**config.mk**
```make
export PLATFORM = sky130hd
export DESIGN_NAME = size_class_block_allocator_core
export DESIGN_NICKNAME = d
export VERILOG_FILES = /design/src/scba_pkg.sv /design/src/scba_link_ram.sv /design/src/scba_class_sel.sv /design/src/size_class_block_allocator_core.sv
export SDC_FILE = /design/constraint.sdc
export NUM_CORES = 1
export LEC_CHECK = 0
export ABC_CLOCK_PERIOD_IN_PS = 6700
export BUFFER_PORTS_ARGS = -buffer_cell sky130_fd_sc_hd__clkbuf_2
export CAP_MARGIN = 10
export CORE_UTILIZATION = 40
export DETAILED_ROUTE_END_ITERATION = 8
export SYNTH_ARGS = -nofsm -noshare
export SYNTH_HDL_FRONTEND = slang
export SYNTH_SLANG_ARGS = --single-unit
```
**constraint.sdc**
```tcl
create_clock -name clock -period 6.7 [get_ports clock]
set_clock_uncertainty 0.05 [all_clocks]
set_input_delay 1.34 -clock clock [delete_from_list [all_inputs] [get_ports clock]]
set_output_delay 1.34 -clock clock [all_outputs]
set_load 0.01 [all_outputs]
```
**src/scba_pkg.sv**
```systemverilog
// Shared types and constants for the size-class block allocator.
`default_nettype none

package scba_pkg;

   // Pool geometry
   localparam int NUM_CLASSES = 3;
   localparam int MAX_CLASSES = 3;
   localparam int CLASS_BLOCKS [MAX_CLASSES] = '{50, 10, 5};
   localparam int LINK_W      = 6;
   localparam int BYTES_W     = 24;
   localparam int REQ_W       = 32;
   localparam int CLASS_W     = 2;
   localparam int STATUS_W    = 3;
   localparam int CSR_IDX_W   = 2;

   // Block size registers after reset
   localparam logic [BYTES_W-1:0] BYTES_RESET [MAX_CLASSES] =
      '{24'd4096, 24'd40960, 24'd102400};

   // Register indexes
   localparam logic [CSR_IDX_W-1:0] REG_SMALL_BYTES  = 2'd0;
   localparam logic [CSR_IDX_W-1:0] REG_MEDIUM_BYTES = 2'd1;
   localparam logic [CSR_IDX_W-1:0] REG_LARGE_BYTES  = 2'd2;

   // Commands
   localparam logic CMD_ALLOC   = 1'b0;
   localparam logic CMD_RELEASE = 1'b1;

   // Class code that stands for the heap
   localparam logic [CLASS_W-1:0] HEAP_CLASS = 2'd3;
   localparam logic [LINK_W-1:0]  NO_BLOCK   = 6'd0;

   typedef enum logic [STATUS_W-1:0] {
      ST_GRANTED      = 3'd0,
      ST_CLASS_EMPTY  = 3'd1,
      ST_TOO_LARGE    = 3'd2,
      ST_POOL_RETURN  = 3'd3,
      ST_HEAP_RELEASE = 3'd4,
      ST_INVALID      = 3'd5
   } status_type;

   // Class selection result for an allocate
   typedef struct packed {
      logic               fit;
      logic [CLASS_W-1:0] cls;
   } class_sel_type;

endpackage

`default_nettype wire

```
**src/scba_link_ram.sv**
```systemverilog
// Next-link memory of one size class, registered read with write forwarding.
`default_nettype none

module scba_link_ram #(
   parameter int DEPTH = 50
) (
   input  wire logic                                clock,
   input  wire logic                                reset,
   input  wire logic                                wr_en,
   input  wire logic [$clog2(DEPTH+1)-1:0]          wr_addr,
   input  wire logic [scba_pkg::LINK_W-1:0]         wr_data,
   input  wire logic [$clog2(DEPTH+1)-1:0]          rd_addr,
   output logic      [scba_pkg::LINK_W-1:0]         rd_data
);

   localparam int AW = $clog2(DEPTH + 1);
   localparam int LW = scba_pkg::LINK_W;

   // Entry 0 is never addressed by a live block; blocks are 1..DEPTH
   logic [LW-1:0] mem [0:DEPTH];
   logic [DEPTH:0] written_ff;
   logic [LW-1:0] mem_q_ff;
   logic [AW-1:0] rd_addr_ff;
   logic          use_mem_ff;
   logic          hit_ff;
   logic [LW-1:0] hit_data_ff;
   logic [LW-1:0] init_link;

   // Array storage
   always_ff @(posedge clock) begin
      if (wr_en) begin
         mem[wr_addr] <= wr_data;
      end
      mem_q_ff    <= mem[rd_addr];
      rd_addr_ff  <= rd_addr;
      hit_data_ff <= wr_data;
   end

   // Written flags: unwritten entries read as the initial chain
   always_ff @(posedge clock) begin
      if (reset) begin
         written_ff <= '0;
         use_mem_ff <= 1'b0;
         hit_ff     <= 1'b0;
      end else begin
         if (wr_en) begin
            written_ff[wr_addr] <= 1'b1;
         end
         use_mem_ff <= written_ff[rd_addr];
         hit_ff     <= wr_en && (wr_addr == rd_addr);
      end
   end

   // Block k links to k+1, the last block ends the list
   assign init_link = (rd_addr_ff < AW'(DEPTH)) ? (LW'(rd_addr_ff) + LW'(1)) : '0;

   assign rd_data = hit_ff ? hit_data_ff : (use_mem_ff ? mem_q_ff : init_link);

endmodule

`default_nettype wire

```
**src/scba_class_sel.sv**
```systemverilog
// Picks the first present size class whose block size covers a request.
`default_nettype none

module scba_class_sel (
   input  wire logic [scba_pkg::REQ_W-1:0]   request_bytes,
   input  wire logic [scba_pkg::BYTES_W-1:0] block_bytes [scba_pkg::MAX_CLASSES],
   output scba_pkg::class_sel_type           sel
);

   localparam int RW = scba_pkg::REQ_W;
   localparam int CW = scba_pkg::CLASS_W;

   // Walk from the last class down so the lowest fitting class wins
   always_comb begin
      sel.fit = 1'b0;
      sel.cls = '0;
      for (int c = scba_pkg::NUM_CLASSES - 1; c >= 0; c--) begin
         if (request_bytes <= RW'(block_bytes[c])) begin
            sel.fit = 1'b1;
            sel.cls = CW'(c);
         end
      end
   end

endmodule

`default_nettype wire

```
**src/size_class_block_allocator_core.sv**
```systemverilog
// Top level of the size-class block allocator.
// One transaction is taken per cycle while req_stall is low and answered with one result in the cycle after;
// the result register frees the input side whenever the result is taken or absent.
// Each class keeps its free-list head in a register and the link of that head
// prefetched from its link memory, so pops and pushes of any class run back to back
// with no bubble. Link memories start out as the full chain of blocks without a
// clearing pass. Block size registers may be written while no transaction is open.
`default_nettype none

module size_class_block_allocator_core (
   input  wire logic                              clock,
   input  wire logic                              reset,
   // request channel
   input  wire logic                              req_valid,
   output logic                                   req_stall,
   input  wire logic                              req_command,
   input  wire logic [scba_pkg::REQ_W-1:0]        req_request_bytes,
   input  wire logic [scba_pkg::CLASS_W-1:0]      req_release_class,
   input  wire logic [scba_pkg::LINK_W-1:0]       req_release_block,
   // result channel
   output logic                                   rsp_valid,
   input  wire logic                              rsp_stall,
   output logic      [scba_pkg::STATUS_W-1:0]     rsp_status,
   output logic      [scba_pkg::CLASS_W-1:0]      rsp_grant_class,
   output logic      [scba_pkg::LINK_W-1:0]       rsp_grant_block,
   // register write channel
   input  wire logic                              csr_valid,
   output logic                                   csr_ready,
   input  wire logic [scba_pkg::CSR_IDX_W-1:0]    csr_index,
   input  wire logic [scba_pkg::BYTES_W-1:0]      csr_data
);

   localparam int NC = scba_pkg::NUM_CLASSES;
   localparam int LW = scba_pkg::LINK_W;
   localparam int CW = scba_pkg::CLASS_W;

   logic [scba_pkg::BYTES_W-1:0] block_bytes_ff [scba_pkg::MAX_CLASSES];
   logic [LW-1:0]                head_ff [NC];
   logic [LW-1:0]                head_in [NC];
   logic [LW-1:0]                link_q  [NC];
   logic [NC-1:0]                link_we;
   logic [LW-1:0]                ram_rd_addr [NC];

   logic                         rsp_valid_ff, rsp_valid_in;
   scba_pkg::status_type         rsp_status_ff, rsp_status_in;
   logic [CW-1:0]                rsp_class_ff, rsp_class_in;
   logic [LW-1:0]                rsp_block_ff, rsp_block_in;

   scba_pkg::class_sel_type      sel;
   logic                         accept;
   logic [LW-1:0]                rel_count;

   // Handshakes
   assign req_stall = rsp_valid_ff && rsp_stall;
   assign accept    = req_valid && !req_stall;
   assign csr_ready = 1'b1;

   // Block size registers
   always_ff @(posedge clock) begin
      if (reset) begin
         for (int c = 0; c < scba_pkg::MAX_CLASSES; c++) begin
            block_bytes_ff[c] <= scba_pkg::BYTES_RESET[c];
         end
      end else if (csr_valid && csr_ready) begin
         case (csr_index)
            scba_pkg::REG_SMALL_BYTES:  block_bytes_ff[0] <= csr_data;
            scba_pkg::REG_MEDIUM_BYTES: block_bytes_ff[1] <= csr_data;
            scba_pkg::REG_LARGE_BYTES:  block_bytes_ff[2] <= csr_data;
            default: ;
         endcase
      end
   end

   scba_class_sel u_class_sel (
      .request_bytes (req_request_bytes),
      .block_bytes   (block_bytes_ff),
      .sel           (sel)
   );

   // Link memories, one per class, read at the next head every cycle
   for (genvar g = 0; g < NC; g++) begin : g_class
      localparam int AW = $clog2(scba_pkg::CLASS_BLOCKS[g] + 1);

      assign ram_rd_addr[g] = reset ? LW'(1) : head_in[g];

      scba_link_ram #(
         .DEPTH (scba_pkg::CLASS_BLOCKS[g])
      ) u_link_ram (
         .clock   (clock),
         .reset   (reset),
         .wr_en   (link_we[g]),
         .wr_addr (req_release_block[AW-1:0]),
         .wr_data (head_ff[g]),
         .rd_addr (ram_rd_addr[g][AW-1:0]),
         .rd_data (link_q[g])
      );
   end

   assign rel_count = (req_release_class < CW'(NC))
                      ? LW'(scba_pkg::CLASS_BLOCKS[req_release_class]) : '0;

   // Pop or push and build the result
   always_comb begin
      for (int c = 0; c < NC; c++) begin
         head_in[c] = head_ff[c];
      end
      link_we       = '0;
      rsp_status_in = rsp_status_ff;
      rsp_class_in  = rsp_class_ff;
      rsp_block_in  = rsp_block_ff;
      if (accept) begin
         if (req_command == scba_pkg::CMD_ALLOC) begin
            rsp_class_in = scba_pkg::HEAP_CLASS;
            rsp_block_in = scba_pkg::NO_BLOCK;
            if (!sel.fit) begin
               rsp_status_in = scba_pkg::ST_TOO_LARGE;
            end else if (head_ff[sel.cls] != scba_pkg::NO_BLOCK) begin
               rsp_status_in        = scba_pkg::ST_GRANTED;
               rsp_class_in         = sel.cls;
               rsp_block_in         = head_ff[sel.cls];
               head_in[sel.cls]     = link_q[sel.cls];
            end else begin
               rsp_status_in = scba_pkg::ST_CLASS_EMPTY;
            end
         end else begin
            rsp_class_in = '0;
            rsp_block_in = scba_pkg::NO_BLOCK;
            if (req_release_class == scba_pkg::HEAP_CLASS ||
                req_release_block == scba_pkg::NO_BLOCK) begin
               rsp_status_in = scba_pkg::ST_HEAP_RELEASE;
            end else if (req_release_class >= CW'(NC) || req_release_block > rel_count) begin
               rsp_status_in = scba_pkg::ST_INVALID;
            end else begin
               rsp_status_in                = scba_pkg::ST_POOL_RETURN;
               link_we[req_release_class]   = 1'b1;
               head_in[req_release_class]   = req_release_block;
            end
         end
      end
   end

   assign rsp_valid_in = accept || (rsp_valid_ff && rsp_stall);

   // Free-list heads and result register
   always_ff @(posedge clock) begin
      if (reset) begin
         for (int c = 0; c < NC; c++) begin
            head_ff[c] <= LW'(1);
         end
         rsp_valid_ff <= 1'b0;
      end else begin
         head_ff      <= head_in;
         rsp_valid_ff <= rsp_valid_in;
      end
      rsp_status_ff <= rsp_status_in;
      rsp_class_ff  <= rsp_class_in;
      rsp_block_ff  <= rsp_block_in;
   end

   assign rsp_valid       = rsp_valid_ff;
   assign rsp_status      = rsp_status_ff;
   assign rsp_grant_class = rsp_class_ff;
   assign rsp_grant_block = rsp_block_ff;

   // Checks
   a_accept_gives_result: assert property (@(posedge clock) disable iff (reset)
      accept |=> rsp_valid)
      else $error("accepted transaction produced no result");

   a_grant_has_block: assert property (@(posedge clock) disable iff (reset)
      (rsp_valid && rsp_status == scba_pkg::ST_GRANTED) |->
         (rsp_grant_block != scba_pkg::NO_BLOCK && rsp_grant_class != scba_pkg::HEAP_CLASS))
      else $error("grant without a pool block");

   for (genvar g = 0; g < NC; g++) begin : g_chk
      a_head_in_range: assert property (@(posedge clock) disable iff (reset)
         head_ff[g] <= LW'(scba_pkg::CLASS_BLOCKS[g]))
         else $error("free-list head beyond class block count");
   end

endmodule

`default_nettype wire

```
# [Word level (Yosys, flattened, before mapping)]
# Memories as Yosys holds them, arrays and structs flattened. A register that Yosys moved wholly into a read port is not among the register bits.
# Cells that the tools add are included.
[classes] addsub=3 magnitude_cmp=24 eq_ne=6 muxes=68 bitwise=7 n_reduce_logical=22
[op_table] op="$mux W6" count=19
[op_table] op="$mux W18" count=6
[op_table] op="$le A32 B24 Y1" count=3
[op_table] op="$bmux W32 S2" count=1
[op_table] op="$or A51 B51 Y51" count=1
[op_table] op="$bwmux W18" count=2
[op_table] op="$mux W3" count=11
[op_table] op="$bmux W6 S2" count=2
[op_table] op="$demux W6 S2" count=2
[op_table] op="$lt A6 B7 Y1 const B" count=2
[op_table] op="$mux W1" count=14
[op_table] op="$logic_and A1 B1 Y1" count=11
[op_table] op="$or A11 B11 Y11" count=1
[op_table] op="$lt A4 B5 Y1 const B" count=2
[op_table] op="$lt A3 B4 Y1 const B" count=2
[op_table] op="$add A6 B1 Y6 const B" count=1
[op_table] op="$bmux W1 S6" count=1
[op_table] op="$demux W1 S6" count=1
[op_table] op="$eq A6 B6 Y1" count=1
[op_table] op="$ge A3 B3 Y1 const B" count=2
[op_table] op="$ge A6 B1 Y1 const B" count=1
[op_table] op="$gt A6 B6 Y1" count=1
[op_table] op="$logic_not A6 Y1" count=1
[op_table] op="$lt A3 B1 Y1 const B" count=2
[op_table] op="other kinds (31)" count=40
[word_totals] reg_bits=207 ram_bits=408 inputBits=72 n_memories=3
[mem_list] memory="g_class[0].u_link_ram.mem" words=51 word_bits=6 read_ports=1 rd_ports_with_merged_regs=1 wr=1 line_no="scba_link_ram.sv:20" source="logic [LW-1:0] mem [0:DEPTH];"
[mem_list] memory="g_class[1].u_link_ram.mem" words=11 word_bits=6 read_ports=1 rd_ports_with_merged_regs=1 wr=1 line_no="scba_link_ram.sv:20"
[mem_list] memory="g_class[2].u_link_ram.mem" words=6 word_bits=6 read_ports=1 rd_ports_with_merged_regs=1 wr=1 line_no="scba_link_ram.sv:20"

# [Logic depth before layout (Yosys ltp)]
# Gate-level depths: netlist of the first run.
[logic_depth] depth_word=17 depth_mapped=22

# [Hierarchy]
# Synthesis of the first run repeated with hierarchy kept, for this count alone.
[hier_totals] cells_unflattened=2066 hier_area_um2=27231.1
[by_module_without_submodules] module="scba_link_ram at g_class[0].u_link_ram" n_inst=1 cells_per_inst=873 area_per_inst_um2=14745.4 seq_area_each_um2=10610.2
[by_module_without_submodules] module="size_class_block_allocator_core" n_inst=1 cells_per_inst=561 area_per_inst_um2=4662.0 seq_area_each_um2=2152.1
[by_module_without_submodules] module="scba_link_ram at g_class[1].u_link_ram" n_inst=1 cells_per_inst=243 area_per_inst_um2=3697.3 seq_area_each_um2=2562.5
[by_module_without_submodules] module="scba_link_ram at g_class[2].u_link_ram" n_inst=1 cells_per_inst=132 area_per_inst_um2=2198.4 seq_area_each_um2=1541.5
[by_module_without_submodules] module="scba_class_sel" n_inst=1 cells_per_inst=257 area_per_inst_um2=1928.1 seq_area_each_um2=0.0

# [Least setup slack after synthesis of the first run]
# No wires, ideal clock.
[synth_path] path_type="input port to flip-flop" start="in req_request_bytes[14] in the netlist's numbering" end="reg g_class[2].u_link_ram.mem_q_ff[0] (read register of g_class[2].u_link_ram.mem)" setup_time_ns=0.121 t_arrival_ns=5.650 t_required_ns=6.529 setup_slack_ns=0.880 stages=17 n_path_buf=2 path_cell_list="ha_1 nand4_1 or3_1 or3_1 mux2_2 o31a_2 and3_4 buf_6 a221o_2 a31oi_1 mux2i_1 o22ai_1 a221oi_2 buf_2 mux2i_1 o21ai_0 mux2_2"
[synth_between] elab_chain_len=15 word_cells_on_any_way=25
[synth_rtl] item="start, declared" line_no="size_class_block_allocator_core.sv:17" source="input wire logic [scba_pkg::REQ_W-1:0] req_request_bytes,"
[synth_rtl] item="$le A32 B24 Y1" line_no="scba_class_sel.sv:18" source="if (request_bytes <= RW'(block_bytes[c])) begin"
[synth_rtl] item="$mux W3 (2 in a row)" line_no="scba_class_sel.sv:18"
[synth_rtl] item="$mux W3 *" line_no="scba_class_sel.sv:18"
[synth_rtl] item="$not A2 Y3 (not written as such)" line_no="size_class_block_allocator_core.sv:117, size_class_block_allocator_core.sv:121"
[synth_rtl] item="$ge A3 B3 Y1 (not written as such) / $lt A3 B1 Y1 (equally long branches)" line_no="size_class_block_allocator_core.sv:121" source="head_in[sel.cls] = link_q[sel.cls];"
[synth_rtl] item="$logic_and A1 B1 Y1 (not written as such)" line_no="size_class_block_allocator_core.sv:121"
[synth_rtl] item="$mux W6 (not written as such)" line_no="size_class_block_allocator_core.sv:121"
[synth_rtl] item="$demux W6 S2" line_no="size_class_block_allocator_core.sv:121"
[synth_rtl] item="$bwmux W18" line_no="size_class_block_allocator_core.sv:121"
[synth_rtl] item="$mux W18" line_no="size_class_block_allocator_core.sv:117" source="end else if (head_ff[sel.cls] != scba_pkg::NO_BLOCK) begin"
[synth_rtl] item="$mux W18 *" line_no="size_class_block_allocator_core.sv:115" source="if (!sel.fit) begin"
[synth_rtl] item="$mux W18 *" line_no="size_class_block_allocator_core.sv:112" source="if (req_command == scba_pkg::CMD_ALLOC) begin"
[synth_rtl] item="$mux W18 *" line_no="size_class_block_allocator_core.sv:111" source="if (accept) begin"
[synth_rtl] item="$mux W3 *" line_no="size_class_block_allocator_core.sv:84" source="assign ram_rd_addr[g] = reset ? LW'(1) : head_in[g];"
[synth_rtl] item="net g_class[2].u_link_ram.rd_addr[1]" line_no="scba_link_ram.sv:12" source="input wire logic [$clog2(DEPTH+1)-1:0] rd_addr,"
[synth_rtl] item="end, declared" line_no="scba_link_ram.sv:22" source="logic [LW-1:0] mem_q_ff;"
# The timed path passes the listed nets; every way through them passes the cells marked *. The select of a mux whose other input is x is not followed.
# A chain may end at the register's enable or synchronous reset.

# [Worst setup path in the final report of the first run]
[layout_path] start="in req_request_bytes[13] in the netlist's numbering" end="reg g_class[0].u_link_ram.use_mem_ff"
[layout_between] elab_chain_len=17 word_cells_on_any_way=27
[layout_rtl] item="$le A32 B24 Y1" line_no="scba_class_sel.sv:18"
[layout_rtl] item="$mux W3 (2 in a row)" line_no="scba_class_sel.sv:18"
[layout_rtl] item="$mux W3 *" line_no="scba_class_sel.sv:18"
[layout_rtl] item="$not A2 Y3 (not written as such)" line_no="size_class_block_allocator_core.sv:117, size_class_block_allocator_core.sv:121"
[layout_rtl] item="$ge A3 B3 Y1 (not written as such) / $lt A3 B1 Y1 (equally long branches)" line_no="size_class_block_allocator_core.sv:121"
[layout_rtl] item="$logic_and A1 B1 Y1 (not written as such)" line_no="size_class_block_allocator_core.sv:121"
[layout_rtl] item="$mux W6 (not written as such)" line_no="size_class_block_allocator_core.sv:121"
[layout_rtl] item="$demux W6 S2" line_no="size_class_block_allocator_core.sv:121"
[layout_rtl] item="$bwmux W18" line_no="size_class_block_allocator_core.sv:121"
[layout_rtl] item="$mux W18" line_no="size_class_block_allocator_core.sv:117"
[layout_rtl] item="$mux W18 *" line_no="size_class_block_allocator_core.sv:115"
[layout_rtl] item="$mux W18 *" line_no="size_class_block_allocator_core.sv:112"
[layout_rtl] item="$mux W18 *" line_no="size_class_block_allocator_core.sv:111"
[layout_rtl] item="$mux W6 *" line_no="size_class_block_allocator_core.sv:84"
[layout_rtl] item="$bmux W1 S6 *" line_no="scba_link_ram.sv:49" source="use_mem_ff <= written_ff[rd_addr];"
[layout_rtl] item="$mux W1 (not written as such) *" line_no="scba_link_ram.sv:49"
[layout_rtl] item="end signal, assigned" line_no="scba_link_ram.sv:49"
[layout_rtl] item="end, declared" line_no="scba_link_ram.sv:24" source="logic use_mem_ff;"
# Every way passes the cells marked *; elsewhere a longest branch is shown, timed or not. The select of a mux whose other input is x is not followed.

==> flow_metrics.py, run 1 <==
metrics = {
    "setup_path": {
        "crit_path_top_delay_cell": "nor4_1",
        "cp_num_buf_inv": 4,
        "ff2ff_setup_slack_ps": 1350,
        "crit_path_max_incr_delay_ps": 430,
        "timing.rr.end": "g_class[0].u_link_ram.use_mem_ff$_SDFF_PP0_",
        "crit_path_cell_trace": "clkbuf_2 -> ha_1 -> nand4_1 -> nor4_1 -> a21boi_0 -> a21oi_1 -> a41o_1 -> o21ai_0 -> a221o_2 -> nand4_2 -> buf_4 -> a211oi_4 -> buf_4 -> buf_4 -> mux2i_1 -> o31ai_1 -> nor3_1 -> o211a_1",
        "worst_setup_path_start_kind": "primary input",
        "end_of_the_critical_path": "g_class[0].u_link_ram.use_mem_ff$_SDFF_PP0_",
        "critical_path_class": "in2reg",
        "end_kind": "flop",
        "crit_arrival_ps": 6350,
        "critical_path_depth": 18,
        "worstPathMaxFanout": 26,
        "top_delay_family_on_crit_path": "compound AO/OA/AOI/OAI gates",
        "worst-endpoint-required_ps": 7210,
        "timing.critical_path.from": "req_request_bytes[13]",
        "path_common_cell": "buf_4",
        "regToRegStartpoint": "block_bytes_ff[13]$_SDFFE_PP0P_",
        "worstRegToRegCells": 18,
    },
    "drt": {
        "drt_iter0_markers": 1496,
        "detail_route.wirelength_um": 73700,
        "vias": 18666,
        "antenna_violating_nets_post_route": 0,
        "avgRoutedWirePerCell_um": 21.9,
        "detailedRoute.firstPassIterationCount": 7,
        "via_count_normalized_by_instance_count": 5.55,
        "remaining_drc_errors": 0,
    },
    "layout": {
        "area_delta_synth_final_pct": 14.0,
        "antenna_cells": 0,
        "layout.nets": 2589,
        "multi_input_comb_area_um2": 9360,
        "filler_cell_count": 6057,
        "register_area_um2": 16900,
        "layout.cells.most_common_list": "419 x edfxtp_1, 402 x nand2_1, 208 x dfxtp_1",
        "drive_above_1_share": 0.125,
        "mostFrequentLayoutCell": "edfxtp_1",
    },
    "clock_tree": {
        "ctsHtreeMaxLevel": 3,
        "ctsLongestPathBuffers": 3,
        "ctsRootBufferMaster": "clkbuf_16",
        "holdBufCountCts": 0,
        "postCtsSetupRepairBufs": 0,
        "cts_tree": "yes",
        "source_to_sink_clock_delay_at_the_later_pin_of_the_worst_skew_pair_ps": 620,
        "ctsResizeCount": 0,
        "clock_sinks": 633,
        "clkTransAtPathRegs_ps": 60,
        "cts_buffer_count": 70,
    },
    "power_and_ir_drop": {
        "power_density_nw_per_um2": 277,
        "seqPwrFrac": 0.494,
        "sw_frac_of_total": 0.233,
        "comb_power_share": 0.063,
        "total_switching_power_uw": 1990,
        "leakage_uw": 0.0110,
        "power.share.clock": 0.443,
        "internal_power_of_the_cells_uw": 6570,
        "power.ir.vdd_worst_mv": 0.226,
    },
    "sta": {
        "slew_headroom": 0.224,
        "max_slew.worst_pin.slew_ps": 1160,
        "final.setup.worst_slack_ps": 868,
        "final_critical_delay_including_setup_and_external_delays_ps": 5830,
        "report.final.setup_viol": 0,
        "maxClockFrequency_ghz": 0.171,
        "timing.final.max_slew_violations": 0,
        "final-hold-violation-count": 0,
        "totalNegativeSetupSlack_ps": 0,
        "period_share": 0.870,
        "rsz_0062_raised_after_global_routing": "false",
    },
    "logic_synthesis": {
        "synth_enable_flop_cells": 419,
        "synthCells": 2335,
        "synth_top_flop_cell": "edfxtp_1",
        "synth_async_sr_flop_share": 0,
        "ys_seq_elements": 633,
        "syn_area_um2": 27100,
        "yosys_warnings": 0,
        "syn_area_per_cell_um2": 11.6,
        "post_synth_num_cell_types": 98,
        "sequential_element_share_of_the_synthesized_area": 0.622,
    },
    "global_routing": {
        "grt_usage": 0.211,
        "grt_start_max_net_pins": 88,
        "grt_pass1_vias": 18383,
        "antenna_found_initial": 1,
        "global_route_wire_length_before_repair_um": 112000,
        "overflow": 0,
    },
    "place": {
        "placement.io_buffers": 84,
        "dp_slack_ps": 303,
        "place.gp.congestion": 0.913,
        "post-dp-hpwl_um": 48300,
    },
    "worst_hold_path": {
        "cell_depth_of_the_worst_hold_path": 2,
        "holdCritPathClass": "reg2reg",
    },
    "status": {
        "run_status": "complete, no violations",
    },
    "die": {
        "die_height_um": 262,
        "die_w_um": 262,
        "design.core.area_um2": 67200,
        "floorplan.die_area_um2": 68800,
        "rows": 95,
        "io_pins": 86,
        "start_util": 0.404,
    },
    "job": {
        "timing.max_cap.violations": 0,
    },
}
Yosys cell counts (15+ instances only):
master	n	area (um2)
mux2i_1	126	1260
o211ai_1	16	120
o21ai_0	51	255
o21a_1	56	420
a221oi_1	15	131
a31oi_1	16	100
ha_1	81	1010
nand4_1	21	131
dfxtp_1	214	4280
buf_2	31	155
a21oi_1	145	726
nand2_1	402	1510
nand3_1	104	521
edfxtp_1	419	12600
a22oi_1	17	128
nor2_1	159	597
inv_1	107	402
clkbuf_1	56	210
o22ai_1	19	119
worst min path at each step:
stage                                                from                                            to  slack, ps
after CTS                 block_bytes_ff[21]$_SDFFE_PP0P_               block_bytes_ff[21]$_SDFFE_PP0P_        410
after global routing      block_bytes_ff[54]$_SDFFE_PP0P_               block_bytes_ff[54]$_SDFFE_PP0P_        420
final                     block_bytes_ff[19]$_SDFFE_PP0P_               block_bytes_ff[19]$_SDFFE_PP0P_        400
after global placement     block_bytes_ff[5]$_SDFFE_PP0P_                block_bytes_ff[5]$_SDFFE_PP0P_        390
after detailed placement  block_bytes_ff[21]$_SDFFE_PP0P_               block_bytes_ff[21]$_SDFFE_PP0P_        400
after floorplan                     head_ff[1]$_SDFF_PP0_  g_class[2].u_link_ram.hit_data_ff[1]$_DFF_P_        350
stage by stage:
step                instances  hold slack (ps)  instance area [um2]   util  power (uW)
floorplan                2340              352                27100      -        4640
global placement         3237              392                28600  0.427        4840
detailed placement       3237              397                28600  0.427        4850
CTS                      3366              405                30900  0.460        8620
global route             3366              420                30900  0.460        8830
finish                   3366              402                30900  0.460        8560
cell families (layout without fill, tap and decap cells):
family	count (synthesis)	after routing	synth area share
AOI/OAI and AO/OA	447	447	0.112
xor gates and xnor gates	4	4	0.00129
buffers and inverters	226	379	0.0347
muxes	152	152	0.0620
DFF	633	633	0.622
and+or+nand+nor	790	790	0.130
adders and majority gates	81	81	0.0374
other	2	7	0.000277
routing by layer:
layer | routed length (um) | up-vias | share of wire | track usage
met1 | 33000 | 9233 | 0.45 | 0.292
met3 | 4700 | 113 | 0.064 | 0.0390
li1 | - | 8714 | - | -
met2 | 34200 | 606 | 0.46 | 0.338
met5 | 0 | - | 0 | 0
met4 | 1820 | 0 | 0.025 | 0.0603
sequential cells by signal, summed over array words and instances (netlist names):
signal                          flops
rsp_grant_class                     2
block_bytes_ff                     72
rsp_grant_block                     6
g_class.u_link_ram.hit_ff           3
g_class.u_link_ram.use_mem_ff       3
g_class.u_link_ram.rd_addr_ff      13
rsp_status                          3
g_class.u_link_ram.written_ff      68
rsp_valid                           1
g_class.u_link_ram.hit_data_ff     18
g_class.u_link_ram.mem            408
head_ff                            18
g_class.u_link_ram.mem_q_ff        18
worst register-to-register path: stages, from the launching register on:
cell and delay, ps:
dfxtp_1 330, inv_1 40, ha_1 290, nand4_1 240, nor4_1 430, a21boi_0 260
a21oi_1 90, a41o_1 400, o21ai_0 380, a221o_2 310, nand4_2 170, buf_4 240
a211oi_4 270, buf_4 420, buf_4 440, mux2i_1 370, o31ai_1 110, nor3_1 270
o211a_1 170
area by class of cell:
class	instances	share of cell area
inverter	113	0.0138
clock inverter	35	0.0104
timing repair buffer	137	0.0290
multi-input combinational	1481	0.303
sequential	633	0.546
clock buffer	94	0.0632
tap	873	0.0353
power groups by stage:
stage               Sequential (uW)  Clock, uW  Combinational [uW]
finish                         4230       3790                 543
global route                   4230       4010                 591
CTS                            4230       3850                 540
detailed placement             4310          0                 538
global placement               4310          0                 527
floorplan                      4300          0                 333
Power figures use the tool's default switching activity.
==> run 2: changes to the inputs <==
Settings changed: ABC_CLOCK_PERIOD_IN_PS 6700 to 6920, REMOVE_ABC_BUFFERS set to 1.
Clock period 6.7 ns to 6.92 ns, I/O delays scaled along.
==> run 2 against run 1 <==
Net effect:
- the run now ends with design-rule violations left
- sequential cell count is the same
- core utilization fell by 0.065 points
- first-iteration DRC count up 0.94%
- combinational power fell by 5.9%
- routed wire length down 2.3%
- final cell count fell by 0.39%
- worst setup slack improved by 170 ps
- total power down 3.0%
- via count grew 0.19%
- critical endpoint is now g_class[0].u_link_ram.mem_q_ff[0]$_DFF_P_
==> flow_metrics.py, run 2 (same netlist as run 1, synthesis figures left out) <==
metrics = {
    "status": {
        "run_status": "finished, violations left",
        "failed_checks": "design-rule violations",
    },
    "layout": {
        "layout.cells.most_common_list": "419 x edfxtp_1, 402 x nand2_1, 208 x dfxtp_1",
        "final_cell_count_no_fill": 3353,
        "area_delta_synth_final_pct": 13.9,
        "largest_register_ff_count": 408,
        "layout.nets": 2578,
        "drive_above_1_share": 0.121,
        "layout.cell_area.non_filler_um2": 30900,
        "mostFrequentLayoutCell": "edfxtp_1",
        "reg_top3": "g_class.u_link_ram.mem: 408 flops, block_bytes_ff: 72 flops, g_class.u_link_ram.written_ff: 68 flops",
        "regMostFlops": "g_class.u_link_ram.mem",
    },
    "setup_path": {
        "timing.rr.end": "g_class[0].u_link_ram.mem_q_ff[0]$_DFF_P_",
        "worst-endpoint-required_ps": 7430,
        "worstPathMaxFanout": 8,
        "regToRegStartpoint": "block_bytes_ff[38]$_SDFFE_PP0P_",
        "critical_path_class": "in2reg",
        "worstRegToRegCells": 18,
        "end_of_the_critical_path": "g_class[0].u_link_ram.mem_q_ff[0]$_DFF_P_",
        "worst_setup_path_start_kind": "primary input",
        "timing.critical_path.from": "req_request_bytes[14]",
        "ff2ff_setup_slack_ps": 1590,
        "crit_arrival_ps": 6400,
        "end_kind": "flop",
    },
    "power_and_ir_drop": {
        "power.ir.vdd_worst_mv": 0.192,
        "seqPwrFrac": 0.493,
        "leakage_uw": 0.0109,
        "power.share.clock": 0.445,
        "power_density_nw_per_um2": 269,
        "internal_power_of_the_cells_uw": 6420,
        "total_switching_power_uw": 1890,
        "sw_frac_of_total": 0.227,
        "comb_power_share": 0.062,
    },
    "drt": {
        "via_count_normalized_by_instance_count": 5.58,
        "avgRoutedWirePerCell_um": 21.5,
        "remaining_drc_errors": 2,
        "antenna_violating_nets_post_route": 0,
        "vias": 18701,
        "detailedRoute.firstPassIterationCount": 8,
        "detail_route.wirelength_um": 72000,
        "drt_iter0_markers": 1510,
    },
    "global_routing": {
        "met2_usage": 0.349,
        "grt_pass1_vias": 18797,
        "global_route_wire_length_before_repair_um": 111000,
        "groute.layer.met1.usage": 0.275,
        "antenna_found_initial": 1,
        "met3_demand_to_capacity_share_in_global_routing": 0.0354,
        "global_route.peak_usage_layer": "met2",
        "grt_usage": 0.209,
        "grt_start_max_net_pins": 83,
        "overflow": 0,
    },
    "worst_hold_path": {
        "holdCritStartpoint": "head_ff[12]$_SDFF_PP1_",
        "holdCritPathClass": "reg2reg",
    },
    "sta": {
        "totalNegativeSetupSlack_ps": 0,
        "final_critical_delay_including_setup_and_external_delays_ps": 5880,
        "period_share": 0.850,
        "report.final.setup_viol": 0,
        "max_slew.worst_pin.slew_ps": 1200,
        "timing.final.max_slew_violations": 0,
        "slew_headroom": 0.202,
        "final-hold-violation-count": 0,
        "rsz_0062_raised_after_global_routing": "false",
        "maxClockFrequency_ghz": 0.170,
    },
    "clock_tree": {
        "postCtsSetupRepairBufs": 0,
        "clock_sinks": 633,
        "cts_tree": "yes",
        "ctsLongestPathBuffers": 3,
        "source_to_sink_clock_delay_at_the_later_pin_of_the_worst_skew_pair_ps": 620,
        "cts_buffer_count": 69,
        "ctsResizeCount": 0,
        "ctsHtreeMaxLevel": 3,
        "ctsRootBufferMaster": "clkbuf_16",
        "clkTransAtPathRegs_ps": 60,
        "holdBufCountCts": 0,
    },
    "place": {
        "post-place-cells": 3227,
        "place.gp.congestion": 0.956,
        "placement.io_buffers": 84,
        "post_dp_cell_area_um2": 28600,
        "post-dp-hpwl_um": 47300,
    },
    "die": {
        "io_pins": 86,
        "rows": 95,
        "start_util": 0.404,
        "floorplan.die_area_um2": 68800,
        "design.core.area_um2": 67200,
        "die_w_um": 262,
        "die_height_um": 262,
    },
    "job": {
        "timing.max_cap.violations": 0,
    },
}
[run 2: changes by cell type in the layout (fill, tap and decap cells not counted), sizes merged]
cell,change
clkbuf,+4
buf,-10
inv,-1
clkinv,-10
bufinv,+3
diode,+1
[run 2: metal layers]
layer  vias to the layer above  part of all wire
li1                       8685                 -
met1                      9236              0.43
met2                       631              0.48
met3                       147             0.060
met4                         2             0.030
met5                         -           0.00018
[run 2: metrics by stage]
stage	utilization	setup WS (ps)	hold slack (ps)	total power (uW)
finish	0.460	1040	370	8310
global route	0.460	806	371	8560
CTS	0.460	1130	366	8370
detailed placement	0.426	505	345	4680
global placement	0.426	555	345	4670
floorplan	-	-4940	352	4470
[run 2: critical path, cell delays in order]
cell	delay (ps)
clkbuf_2	110
ha_1	300
nand4_1	160
or3_1	450
or3_1	360
mux2_2	290
o31a_2	180
and3_4	250
a221o_2	470
a41oi_2	280
mux2i_4	330
a21oi_2	110
inv_2	90
or3b_1	530
a221oi_1	570
a31oi_1	80
o211ai_1	270
o32a_1	170
[run 2: area by class of cell]
type	instances	area, um2
Clock buffer	98	1930
Fill cell	6072	36300
Antenna cell	1	2.50
Timing Repair Buffer	127	846
Clock inverter	27	355
Sequential cell	633	16900
Multi-Input combinational cell	1481	9360
Tap cell	873	1090
Inverter	113	427
[run 2: worst min path at each step]
stage,endpoint,depth (start not counted)
floorplan,g_class[2].u_link_ram.hit_data_ff[1]$_DFF_P_,0
global placement,g_class[0].u_link_ram.hit_data_ff[0]$_DFF_P_,0
detailed placement,g_class[0].u_link_ram.hit_data_ff[0]$_DFF_P_,0
CTS,g_class[0].u_link_ram.hit_data_ff[0]$_DFF_P_,0
global route,g_class[0].u_link_ram.hit_data_ff[0]$_DFF_P_,0
finish,g_class[0].u_link_ram.hit_data_ff[0]$_DFF_P_,0
[run 2: power groups by stage]
| stage | registers [uW] | clock network, uW | logic (uW) |
|---|---|---|---|
| after floorplan | 4170 | 0 | 304 |
| after global placement | 4170 | 0 | 496 |
| after detailed placement | 4180 | 0 | 507 |
| after CTS | 4100 | 3760 | 510 |
| after global routing | 4100 | 3900 | 559 |
| final | 4100 | 3700 | 511 |
